File: src/hw/rtl/wfpd_pkg.sv
// Package for the wall-following PD steering block: types, register codes and constants.
`default_nettype none

package wfpd_pkg;

    // Defaults for the top-level parameters
    localparam int ADC_BITS_DEF       = 10;
    localparam int GAIN_FRAC_BITS_DEF = 8;

    // Field widths
    localparam int RAW_W    = 10;
    localparam int SCALE_W  = 12;
    localparam int LEVEL_W  = 14;
    localparam int GAIN_W   = 16;
    localparam int ERR_W    = 16;
    localparam int CFG_W    = 16;
    localparam int CFG_IDX_W = 3;

    // Q8.8 PD gains
    localparam int PD_FRAC_BITS = 8;

    localparam logic [LEVEL_W-1:0] LEVEL_MAX = {LEVEL_W{1'b1}};
    localparam logic [SCALE_W-1:0] SCALE_RST = SCALE_W'(256);

    typedef logic [CFG_IDX_W-1:0] t_cfg_idx;

    localparam t_cfg_idx CFG_LEFT_SCALE  = t_cfg_idx'(0);
    localparam t_cfg_idx CFG_RIGHT_SCALE = t_cfg_idx'(1);
    localparam t_cfg_idx CFG_LEFT_THR    = t_cfg_idx'(2);
    localparam t_cfg_idx CFG_RIGHT_THR   = t_cfg_idx'(3);
    localparam t_cfg_idx CFG_NOMINAL     = t_cfg_idx'(4);
    localparam t_cfg_idx CFG_PROP_GAIN   = t_cfg_idx'(5);
    localparam t_cfg_idx CFG_DERIV_GAIN  = t_cfg_idx'(6);

    // Request actions
    localparam logic ACT_SAMPLE = 1'b0;
    localparam logic ACT_RESET  = 1'b1;

    typedef struct packed {
        logic             action;
        logic [RAW_W-1:0] left_raw;
        logic [RAW_W-1:0] right_raw;
    } t_in;

    typedef struct packed {
        logic [LEVEL_W-1:0]      left_level;
        logic [LEVEL_W-1:0]      right_level;
        logic                    left_wall;
        logic                    right_wall;
        logic signed [ERR_W-1:0] track_error;
        logic signed [ERR_W-1:0] steer_adjust;
    } t_out;

    typedef enum logic [2:0] {
        ST_IDLE,
        ST_MUL_L,
        ST_MUL_R,
        ST_LVL_R,
        ST_ERR,
        ST_MUL_P,
        ST_MUL_D,
        ST_DONE
    } t_state;

endpackage

`default_nettype wire

File: src/hw/rtl/wall_follow_pd_steering.sv
// Wall-following PD steering: sensor scaling, wall detect, track error and PD adjust.
// A sensor request steps through MUL_L, MUL_R, LVL_R, ERR, MUL_P, MUL_D and DONE; a history
// reset goes straight to DONE. A new request is taken only back in IDLE, and the
//   pace is set by one shared 17x18 signed multiplier used four times per sample.
// A finished result sits in an output register, so the next request can be taken
//   while it waits. Reset (synchronous, active low) clears the sequencer, the output
//   valid and the error history, and loads the register defaults.
`default_nettype none

module wall_follow_pd_steering #(
    parameter int ADC_BITS       = wfpd_pkg::ADC_BITS_DEF,
    parameter int GAIN_FRAC_BITS = wfpd_pkg::GAIN_FRAC_BITS_DEF
) (
    input  wire                               i_clk,
    input  wire                               i_rst_n,
    // configuration writes
    input  wire                               i_cfg_we,
    input  wfpd_pkg::t_cfg_idx                i_cfg_idx,
    input  wire  [wfpd_pkg::CFG_W-1:0]        i_cfg_data,
    // request channel
    input  wire                               i_in_valid,
    output logic                              o_in_stall,
    input  wfpd_pkg::t_in                     i_in_data,
    // result channel
    output logic                              o_out_valid,
    input  wire                               i_out_stall,
    output wfpd_pkg::t_out                    o_out_data
);

    localparam int RAW_W   = wfpd_pkg::RAW_W;
    localparam int LEVEL_W = wfpd_pkg::LEVEL_W;
    localparam int ERR_W   = wfpd_pkg::ERR_W;
    localparam int GAIN_W  = wfpd_pkg::GAIN_W;
    localparam int SCALE_W = wfpd_pkg::SCALE_W;

    // Multiplier operands: A holds a 12-bit scale or a 16-bit gain, B a raw
    // reading, the error or the 17-bit error difference.
    localparam int MA_W  = GAIN_W + 1;
    localparam int MB_W  = ERR_W + 2;
    localparam int PRD_W = MA_W + MB_W;
    localparam int SUM_W = PRD_W + 1;

    // Raw bits above the converter width are masked off
    localparam int MASK_BITS = (ADC_BITS < RAW_W) ? ADC_BITS : RAW_W;
    localparam logic [RAW_W-1:0] RAW_MASK = {RAW_W{1'b1}} >> (RAW_W - MASK_BITS);

    localparam logic signed [SUM_W-1:0] ADJ_MAX = SUM_W'(32767);
    localparam logic signed [SUM_W-1:0] ADJ_MIN = -SUM_W'(32768);

    // ---------------------------------------------------------------
    // Configuration registers
    // ---------------------------------------------------------------
    logic        [SCALE_W-1:0] r_left_scale, r_right_scale;
    logic        [LEVEL_W-1:0] r_left_thr, r_right_thr, r_nominal;
    logic signed [GAIN_W-1:0]  r_prop_gain, r_deriv_gain;

    always_ff @(posedge i_clk) begin
        if (!i_rst_n) begin
            r_left_scale  <= wfpd_pkg::SCALE_RST;
            r_right_scale <= wfpd_pkg::SCALE_RST;
            r_left_thr    <= '0;
            r_right_thr   <= '0;
            r_nominal     <= '0;
            r_prop_gain   <= '0;
            r_deriv_gain  <= '0;
        end else if (i_cfg_we) begin
            unique case (i_cfg_idx)
                wfpd_pkg::CFG_LEFT_SCALE:  r_left_scale  <= i_cfg_data[SCALE_W-1:0];
                wfpd_pkg::CFG_RIGHT_SCALE: r_right_scale <= i_cfg_data[SCALE_W-1:0];
                wfpd_pkg::CFG_LEFT_THR:    r_left_thr    <= i_cfg_data[LEVEL_W-1:0];
                wfpd_pkg::CFG_RIGHT_THR:   r_right_thr   <= i_cfg_data[LEVEL_W-1:0];
                wfpd_pkg::CFG_NOMINAL:     r_nominal     <= i_cfg_data[LEVEL_W-1:0];
                wfpd_pkg::CFG_PROP_GAIN:   r_prop_gain   <= $signed(i_cfg_data[GAIN_W-1:0]);
                wfpd_pkg::CFG_DERIV_GAIN:  r_deriv_gain  <= $signed(i_cfg_data[GAIN_W-1:0]);
                default: ;  // unused index: write dropped
            endcase
        end
    end

    // ---------------------------------------------------------------
    // Sequencer and datapath registers
    // ---------------------------------------------------------------
    wfpd_pkg::t_state r_state, n_state;

    wfpd_pkg::t_in            r_req;      // captured request
    logic signed [PRD_W-1:0]  r_prod;     // shared multiplier output
    logic signed [PRD_W-1:0]  r_acc;      // proportional term
    logic [LEVEL_W-1:0]       r_ll, r_rl; // scaled levels
    logic                     r_lw, r_rw; // wall flags
    logic signed [ERR_W-1:0]  r_err;      // this step's track error
    logic signed [ERR_W-1:0]  r_last_err; // previous error (D term)
    logic signed [ERR_W-1:0]  r_held_err; // error restored by a history reset
    logic                     r_out_valid;
    wfpd_pkg::t_out           r_out;

    logic                     in_take;
    logic                     out_load;

    // Shared multiplier
    logic signed [MA_W-1:0]   mul_a;
    logic signed [MB_W-1:0]   mul_b;
    logic signed [PRD_W-1:0]  mul_p;
    logic signed [ERR_W:0]    err_diff;

    // Level saturation from the multiplier register
    logic signed [PRD_W-1:0]  lvl_shift;
    logic [LEVEL_W-1:0]       lvl_sat;

    // Track error
    logic signed [LEVEL_W:0]  el, er;
    logic signed [ERR_W:0]    err_wide;

    // PD sum, floor shift and clamp
    logic signed [SUM_W-1:0]  pd_sum, pd_shift;
    logic signed [ERR_W-1:0]  pd_sat;

    // Next state and stall
    always_comb begin
        n_state    = r_state;
        o_in_stall = 1'b1;
        in_take    = 1'b0;
        out_load   = 1'b0;
        unique case (r_state)
            wfpd_pkg::ST_IDLE: begin
                o_in_stall = 1'b0;
                in_take    = i_in_valid;
                if (i_in_valid) begin
                    n_state = (i_in_data.action == wfpd_pkg::ACT_RESET)
                              ? wfpd_pkg::ST_DONE : wfpd_pkg::ST_MUL_L;
                end
            end
            wfpd_pkg::ST_MUL_L: n_state = wfpd_pkg::ST_MUL_R;
            wfpd_pkg::ST_MUL_R: n_state = wfpd_pkg::ST_LVL_R;
            wfpd_pkg::ST_LVL_R: n_state = wfpd_pkg::ST_ERR;
            wfpd_pkg::ST_ERR:   n_state = wfpd_pkg::ST_MUL_P;
            wfpd_pkg::ST_MUL_P: n_state = wfpd_pkg::ST_MUL_D;
            wfpd_pkg::ST_MUL_D: n_state = wfpd_pkg::ST_DONE;
            wfpd_pkg::ST_DONE: begin
                // wait for the output register to free up
                out_load = !r_out_valid || !i_out_stall;
                if (out_load) begin
                    n_state = wfpd_pkg::ST_IDLE;
                end
            end
            default: n_state = wfpd_pkg::ST_IDLE;
        endcase
    end

    always_ff @(posedge i_clk) begin
        if (!i_rst_n) begin
            r_state <= wfpd_pkg::ST_IDLE;
        end else begin
            r_state <= n_state;
        end
    end

    // Operand select for the shared multiplier
    assign err_diff = (ERR_W+1)'(r_err) - (ERR_W+1)'(r_last_err);

    always_comb begin
        unique case (r_state)
            wfpd_pkg::ST_MUL_L: begin
                mul_a = $signed(MA_W'(r_left_scale));
                mul_b = $signed(MB_W'(r_req.left_raw & RAW_MASK));
            end
            wfpd_pkg::ST_MUL_R: begin
                mul_a = $signed(MA_W'(r_right_scale));
                mul_b = $signed(MB_W'(r_req.right_raw & RAW_MASK));
            end
            wfpd_pkg::ST_MUL_P: begin
                mul_a = MA_W'(r_prop_gain);
                mul_b = MB_W'(r_err);
            end
            wfpd_pkg::ST_MUL_D: begin
                mul_a = MA_W'(r_deriv_gain);
                mul_b = MB_W'(err_diff);
            end
            default: begin
                mul_a = '0;
                mul_b = '0;
            end
        endcase
    end

    assign mul_p = mul_a * mul_b;

    // (raw * scale) >> GAIN_FRAC_BITS, clamped to the level range
    assign lvl_shift = r_prod >>> GAIN_FRAC_BITS;
    assign lvl_sat   = (lvl_shift > $signed(PRD_W'(wfpd_pkg::LEVEL_MAX)))
                       ? wfpd_pkg::LEVEL_MAX : lvl_shift[LEVEL_W-1:0];

    // Error from the walls seen; always fits 16 bits signed
    assign el = $signed({1'b0, r_ll}) - $signed({1'b0, r_nominal});
    assign er = $signed({1'b0, r_rl}) - $signed({1'b0, r_nominal});

    always_comb begin
        case ({r_lw, r_rw})
            2'b11:   err_wide = (ERR_W+1)'(el) - (ERR_W+1)'(er);
            2'b10:   err_wide = (ERR_W+1)'(el) <<< 1;
            2'b01:   err_wide = -((ERR_W+1)'(er) <<< 1);
            default: err_wide = '0;
        endcase
    end

    // P + D, shifted right with floor, clamped to 16 bits
    assign pd_sum   = SUM_W'(r_acc) + SUM_W'(r_prod);
    assign pd_shift = pd_sum >>> wfpd_pkg::PD_FRAC_BITS;
    always_comb begin
        if (pd_shift > ADJ_MAX) begin
            pd_sat = ERR_W'(ADJ_MAX);
        end else if (pd_shift < ADJ_MIN) begin
            pd_sat = ERR_W'(ADJ_MIN);
        end else begin
            pd_sat = pd_shift[ERR_W-1:0];
        end
    end

    // Datapath (payload, no reset)
    always_ff @(posedge i_clk) begin
        if (in_take) begin
            r_req <= i_in_data;
        end
        unique case (r_state)
            wfpd_pkg::ST_MUL_L: r_prod <= mul_p;
            wfpd_pkg::ST_MUL_R: begin
                r_ll   <= lvl_sat;
                r_lw   <= lvl_sat > r_left_thr;
                r_prod <= mul_p;
            end
            wfpd_pkg::ST_LVL_R: begin
                r_rl <= lvl_sat;
                r_rw <= lvl_sat > r_right_thr;
            end
            wfpd_pkg::ST_ERR:   r_err <= err_wide[ERR_W-1:0];
            wfpd_pkg::ST_MUL_P: r_prod <= mul_p;
            wfpd_pkg::ST_MUL_D: begin
                r_acc  <= r_prod;
                r_prod <= mul_p;
            end
            default: ;
        endcase
        if (out_load) begin
            if (r_req.action == wfpd_pkg::ACT_RESET) begin
                r_out.left_level   <= '0;
                r_out.right_level  <= '0;
                r_out.left_wall    <= 1'b0;
                r_out.right_wall   <= 1'b0;
                r_out.track_error  <= r_held_err;
                r_out.steer_adjust <= '0;
            end else begin
                r_out.left_level   <= r_ll;
                r_out.right_level  <= r_rl;
                r_out.left_wall    <= r_lw;
                r_out.right_wall   <= r_rw;
                r_out.track_error  <= r_err;
                r_out.steer_adjust <= pd_sat;
            end
        end
    end

    // Error history and output valid
    always_ff @(posedge i_clk) begin
        if (!i_rst_n) begin
            r_last_err  <= '0;
            r_held_err  <= '0;
            r_out_valid <= 1'b0;
        end else begin
            if (out_load) begin
                if (r_req.action == wfpd_pkg::ACT_RESET) begin
                    r_last_err <= r_held_err;
                end else begin
                    r_last_err <= r_err;
                    r_held_err <= r_err;
                end
            end
            if (out_load) begin
                r_out_valid <= 1'b1;
            end else if (!i_out_stall) begin
                r_out_valid <= 1'b0;
            end
        end
    end

    assign o_out_valid = r_out_valid;
    assign o_out_data  = r_out;

endmodule

`default_nettype wire

File: config.mk
export PLATFORM = sky130hd
export DESIGN_NAME = wall_follow_pd_steering
export DESIGN_NICKNAME = d
export VERILOG_FILES = /design/src/hw/rtl/wfpd_pkg.sv /design/src/hw/rtl/wall_follow_pd_steering.sv
export SDC_FILE = /design/constraint.sdc
export NUM_CORES = 2
export LEC_CHECK = 0
export BUFFER_PORTS_ARGS = -buffer_cell sky130_fd_sc_hd__buf_2
export CELL_PAD_IN_SITES_DETAIL_PLACEMENT = 1
export CELL_PAD_IN_SITES_GLOBAL_PLACEMENT = 1
export CORE_ASPECT_RATIO = 1.4
export CORE_MARGIN = 2
export CORE_UTILIZATION = 50
export DETAILED_ROUTE_END_ITERATION = 10
export GPL_TIMING_DRIVEN = 0
export MAX_ROUTING_LAYER = met4
export PLACE_DENSITY_LB_ADDON = 0.1
export REMOVE_ABC_BUFFERS = 1
export SETUP_SLACK_MARGIN = 0.1
export SLEW_MARGIN = 20
export SYNTH_ARGS = -nofsm -noshare
export SYNTH_HDL_FRONTEND = slang
export SYNTH_SLANG_ARGS = --single-unit
File: constraint.sdc
create_clock -name i_clk -period 12.55 [get_ports i_clk]
set_clock_uncertainty 0.15 [all_clocks]
set_input_delay 1.255 -clock i_clk [delete_from_list [all_inputs] [get_ports i_clk]]
set_output_delay 1.255 -clock i_clk [all_outputs]
set_load 0.1 [all_outputs]
# --- After elaboration in Yosys (flattened, before gate mapping) ---
# Cells that the tools add are included.
op_classes:
  n_addsub: 6
  n_mul: 1
  order_cmp: 5
  eq_ne: 19
  n_mux: 16
  bitwise: 1
  reduce_logical: 16
op_table:
  columns: ["cell", "n"]
  rows:
  - ["case mux 18 bit (4 select lines)", 1]
  - ["case mux 17 bit (4 select lines)", 1]
  - ["case mux 16 bit (3 select lines)", 1]
  - ["adder 35 x 35 -> 36 bit", 1]
  - ["multiplier 17 x 18 -> 35 bit", 1]
  - ["2-to-1 mux 16 bit", 2]
  - ["2-to-1 mux 32 bit", 1]
  - ["subtractor 14 x 14 -> 15 bit", 2]
  - ["greater-than comparator 14 bit", 2]
  - ["greater-than comparator 28 x 16 -> 1 bit (second input constant)", 1]
  - ["less-than comparator 28 x 16 -> 1 bit (second input constant)", 1]
  - ["greater-than comparator 27 x 15 -> 1 bit (second input constant)", 1]
  - ["case mux 3 bit (8 select lines)", 1]
  - ["== test 3 bit (second input constant)", 7]
  - ["AND reduction 2 bit", 9]
  - ["subtractor 16 x 16 -> 17 bit", 1]
  - ["negator 16 bit", 1]
  - ["subtractor 15 x 15 -> 16 bit", 1]
  - ["2-to-1 mux 14 bit", 1]
  - ["== test 3 x 2 -> 1 bit (second input constant)", 4]
  - ["2-to-1 mux 3 bit", 3]
  - ["== test 3 x 1 -> 1 bit (second input constant)", 2]
  - ["logical NOT 3 bit", 2]
  - ["2-to-1 mux 1 bit", 5]
  - ["9 further kinds", 12]
totals:
  register_bits: 317
  in_bits: 45

# --- Logic depth before layout (Yosys ltp) ---
logic_depth:
  ltp_word: 5
  mapped_depth: 37
  ltp_nobuf: 37

# --- Least setup slack after synthesis ---
# OpenSTA, ideal clock, no wires.
synth_path:
  path_kind: "flip-flop to flip-flop"
  from: "register r_state[1]"
  to: "register r_prod[22] (data pin)"
  setup_ns: 0.271
  t_arrival_ns: 8.496
  required_time_ns: 12.129
  slack_ns: 3.633
  path_stages_with_launch: 30
  path_buffers: 3
  cell_sequence: "dfxtp_1 nor2b_1 clkbuf_1 nand2_1 inv_1 clkbuf_1 clkbuf_1 a221oi_1 nor2_1 fa_1 inv_1 fa_1 inv_1 fa_1 inv_1 fa_1 fa_1 inv_1 fa_1 ha_1 a21o_1 a21o_1 a21o_1 a21oi_1 a21bo_2 a31o_2 a21o_1 and4_1 a2111oi_0 xnor2_1"
synth_between:
  elab_chain_len: 3
  elab_cells_between_ends: 7
synth_lines:
  columns: ["item", "line_no", "source"]
  rows:
  - ["start, declared", "wall_follow_pd_steering.sv:83", "wfpd_pkg::t_state r_state, n_state;"]
  - ["start signal, assigned", "wall_follow_pd_steering.sv:151", "r_state <= wfpd_pkg::ST_IDLE;"]
  - ["start signal, assigned", "wall_follow_pd_steering.sv:153", "r_state <= n_state;"]
  - ["== test 3 bit (tied with other cells)", "wall_follow_pd_steering.sv:161", "unique case (r_state)"]
  - ["case mux 17 bit (4 select lines) or case mux 18 bit (4 select lines) (tied branches)", "wall_follow_pd_steering.sv:161", null]
  - ["multiplier 17 x 18 -> 35 bit *", "wall_follow_pd_steering.sv:185", "assign mul_p = mul_a * mul_b;"]
  - ["net mul_p[22]", "wall_follow_pd_steering.sv:102", "logic signed [PRD_W-1:0] mul_p;"]
  - ["end signal, assigned", "wall_follow_pd_steering.sv:224", "wfpd_pkg::ST_MUL_L: r_prod <= mul_p;"]
  - ["end signal, assigned", "wall_follow_pd_steering.sv:228", "r_prod <= mul_p;"]
  - ["end signal, assigned", "wall_follow_pd_steering.sv:235", "wfpd_pkg::ST_MUL_P: r_prod <= mul_p;"]
  - ["end, declared", "wall_follow_pd_steering.sv:86", "logic signed [PRD_W-1:0] r_prod;"]
# Mark *: on every way through the listed nets, which the timed path passes. The rest lies on a longest branch.
# A chain may end at the register's enable or synchronous reset.

# --- Final worst setup path ---
layout_path:
  from: "register r_err[1]"
  to: "register r_prod[33] (data pin)"
layout_between:
  elab_chain_len: 3
layout_lines:
  columns: ["item", "line_no", "source"]
  rows:
  - ["start, declared", "wall_follow_pd_steering.sv:90", "logic signed [ERR_W-1:0] r_err;"]
  - ["start signal, assigned", "wall_follow_pd_steering.sv:234", "wfpd_pkg::ST_ERR: r_err <= err_wide[ERR_W-1:0];"]
  - ["subtractor 16 x 16 -> 17 bit", "wall_follow_pd_steering.sv:158", "assign err_diff = (ERR_W+1)'(r_err) - (ERR_W+1)'(r_last_err);"]
  - ["case mux 18 bit (4 select lines) *", "wall_follow_pd_steering.sv:161", null]
  - ["multiplier 17 x 18 -> 35 bit *", "wall_follow_pd_steering.sv:185", null]
  - ["net mul_p[33]", "wall_follow_pd_steering.sv:102", null]
# Marked as above.

==> flow_summary_export.csv <==
group,metric,value,unit
die,pin_count,109,
synth,syn_area,28000,sq um
sta,fmax,91.9,MHz
global_routing,grt.total_usage,0.321,
synth,synth_xor_area_frac,0.0337,
cts,cts-resized-gates,0,
worst_setup_path,critical_path.most_common_cell,"fa_1",
placement,gp_congestion,0.927,
sta,whs,0.316,ns
sta,rsz0062_at_grt,"no",
synth,synthesis.instances,2925,
synth,synth_seq_cells,317,
die,dieHeight,284,microns
job,drv_cap,0,
worst_setup_path,slowest_delay,0.99,ns
placement,hpwl,70400,microns
route,vias,21600,
synth,syn_avg_cell_area,9.59,sq um
synth,yosys.area_share.simple,0.145,
die,die_x,204,microns
final_layout,drive_gt1_frac,0.0975,
cts,clk_latency,0.56,ns
route,viasPerCell,5.74,
die,num_rows,102,
worst_setup_path,endpoint_kind,"register",
final_layout,stdcell_count,3765,
final_layout,layout.nets,3567,
worst_setup_path,r2r_start,"r_err[1]",
final_layout,syn2layout_area_growth,10.5,%
die,start_util,0.506,
synth,synthDistinctLibCells,80,
cts,postCtsSetupRepairBufs,0,
sta,maxSlewHeadroom,0.192,
synth,synth_compound_area_frac,0.125,
global_routing,grt_pass1_wl,138000,microns
route,drc,0,
worst_setup_path,slowest_stage,"mux2i_1",
final_layout,seqCellArea,8340,sq um
worst_setup_path,crit_type,"reg -> reg",
synth,yosys-mux-area-fraction,0.0161,
synth,ys_seq_area_frac,0.297,
cts,h-tree-depth,2,
route,firstDrtPassIters,5,
power,power.density,120,nW/um^2
worst_setup_path,critical_path_required,12.67,ns
sta,fin_crit,10.88,ns
cts,clk_path_buf_depth,3,
global_routing,grt_max_degree,87,
worst_setup_path,startpoint_type,"register",
cts,numCtsBuffers,36,
synth,yosysWarnings,0,
placement,placed_cells,3699,
cts,cts_tree,"built",
cts,clockRootBuffer,"clkbuf_16",
cts,cts.clk_slew.worst_paths,0.06,ns
route,antenna_left,0,
placement,port_buffers,108,
synth,ys_dominant_reg_cell,"edfxtp_1",
worst_setup_path,cp.arrival,11.00,ns
cts,cts.sinks,317,
sta,period_share,0.867,
power,power,3.72,mW
die,core-area,55400,sq um
route,wl,87000,microns
cts,hold_buffers,0,
route,post_drt_wl_per_cell,23.1,microns
worst_setup_path,crit_fanout,12,
synth,synth_top_family_by_area,"adder cells",
power,ir_drop,0.0954,mV
final_layout,fillers,6249,
sta,hold_viol_final,0,
final_layout,insertedDiodeCount,0,
sta,final_max_slew_viol_count,0,
min_path,hp-start,"r_prop_gain[5]",
synth,synth_edf_count,199,
global_routing,grt_antenna_before_repair,0,
global_routing,gr-total-overflow,0,
power,p_leak,13.3,nW
global_routing,first_global_vias,24800,
die,dieArea,58000,sq um
min_path,hp-class,"reg -> reg",
outcome,status,"finished clean",
synth,synthAdderAreaFrac,0.310,
synth,synthArstFlopShare,0,
route,drtIter0Drc,944,
sta,worst_pin_slew,1.18,ns
final_layout,multi_input_area,17800,sq um
sta,setup_viol,0,
worst_setup_path,crit_start,"r_err[1]",
==> power by group <==
part	leakage, nW	total [mW]	switching [mW]	internal [mW]
combinational	9.87	1.32	0.836	0.481
sequential	2.79	1.29	0.0691	1.22
clock	0.601	1.11	0.457	0.652
total	13.3	3.72	1.36	2.35
==> worst max-delay path: cells and delay by family, from the launching register on <==
kind | cells | cell delay (ns)
AOI/OAI and AO/OA | 13 | 3.66
and+or+nand+nor | 4 | 1.25
adders and majority gates | 8 | 3.73
DFF | 1 | 0.53
muxes | 1 | 0.99
buffers and inverters | 3 | 0.14
xor gates and xnor gates | 1 | 0.13
==> cells in the mapped netlist (14+ instances only) <==
cell      instances  area (sq um)
a21boi_0        117           878
inv_1           445          1670
nand2_1         377          1420
a22oi_1          16           120
xnor2_1          83           727
a221oi_1         18           158
xor2_1           25           219
nor2b_1          56           350
a21oi_1          91           455
ha_1            207          2590
nor3_1           31           155
edfxtp_1        199          5980
nand2b_1         41           257
dfxtp_1         118          2360
clkbuf_1         90           338
o21bai_1         14           105
or2_2            26           163
mux2i_1          27           270
nand3_1          34           170
o21a_1           19           143
and3_1           16           100
o22ai_1          15          93.8
fa_1            305          6110
nor2_1          255           957
a21o_1           51           383
mux2_2           16           180
o21ai_0          49           245
==> path summary, 6_finish.rpt <==
kind,to,depth (start not counted),slack [ns]
worst max-delay path,r_prod[33],30,1.67
worst min-delay path,r_prop_gain[5],2,0.32
worst max register to register,r_prod[33],30,1.67
worst min register to register,r_prop_gain[5],2,0.32
==> logic make-up after synthesis <==
kind of cell	after synthesis
compound gates	495
simple gates	907
mux	43
fa+ha+maj	512
xor+xnor	108
buf+inv	543
flops	317
==> layout by cell type (no fill, tap or decap), types with 51 or more instances in the layout <==
cell type  Yosys  routed
dfxtp_1      118     117
buf_2          3     109
a21o_1        51      51
fa_1         305     305
nor2_1       255     249
xnor2_1       83      83
a21oi_1       91      87
nand2_1      377     376
edfxtp_1     199     199
nor2b_1       56      53
inv_1        445     444
a21boi_0     117     117
ha_1         207     207
==> layout make-up <==
type | count | area share
Timing Repair Buffer | 145 | 0.0323
Sequential cell | 317 | 0.269
Tap cell | 728 | 0.0294
Clock inverter | 24 | 0.00864
Inverter | 445 | 0.0540
Multi-Input combinational cell | 2065 | 0.576
Clock buffer | 41 | 0.0307
==> layer usage <==
layer / GRT usage / vias up / part of all wire
met5: - / - / 0
met4: 0.176 / 0 / 0.064
met3: 0.0285 / 247 / 0.028
met2: 0.596 / 474 / 0.54
met1: 0.330 / 11100 / 0.36
li1: - / 9792 / -
==> state kept, by name, summed over array words and instances (netlist names), 14 cells and up <==
signal / cells
o_out_data: 62
r_acc: 35
r_prod: 35
r_req: 21
r_deriv_gain: 16
r_err: 16
r_held_err: 16
r_prop_gain: 16
r_left_thr: 14
r_ll: 14
r_nominal: 14
r_right_thr: 14
r_rl: 14
==> per-stage QoR <==
step	setup slack, ns	TNS, ns	util	area [sq um]
after floorplan	3.18	0	-	27700
after global placement	-0.370	-1.73	0.526	29100
after detailed placement	1.71	0	0.537	29800
after CTS	1.62	0	0.559	31000
after global routing	1.30	0	0.559	31000
final	1.67	0	0.559	31000
Note: power is estimated with default switching activity, not from simulation.
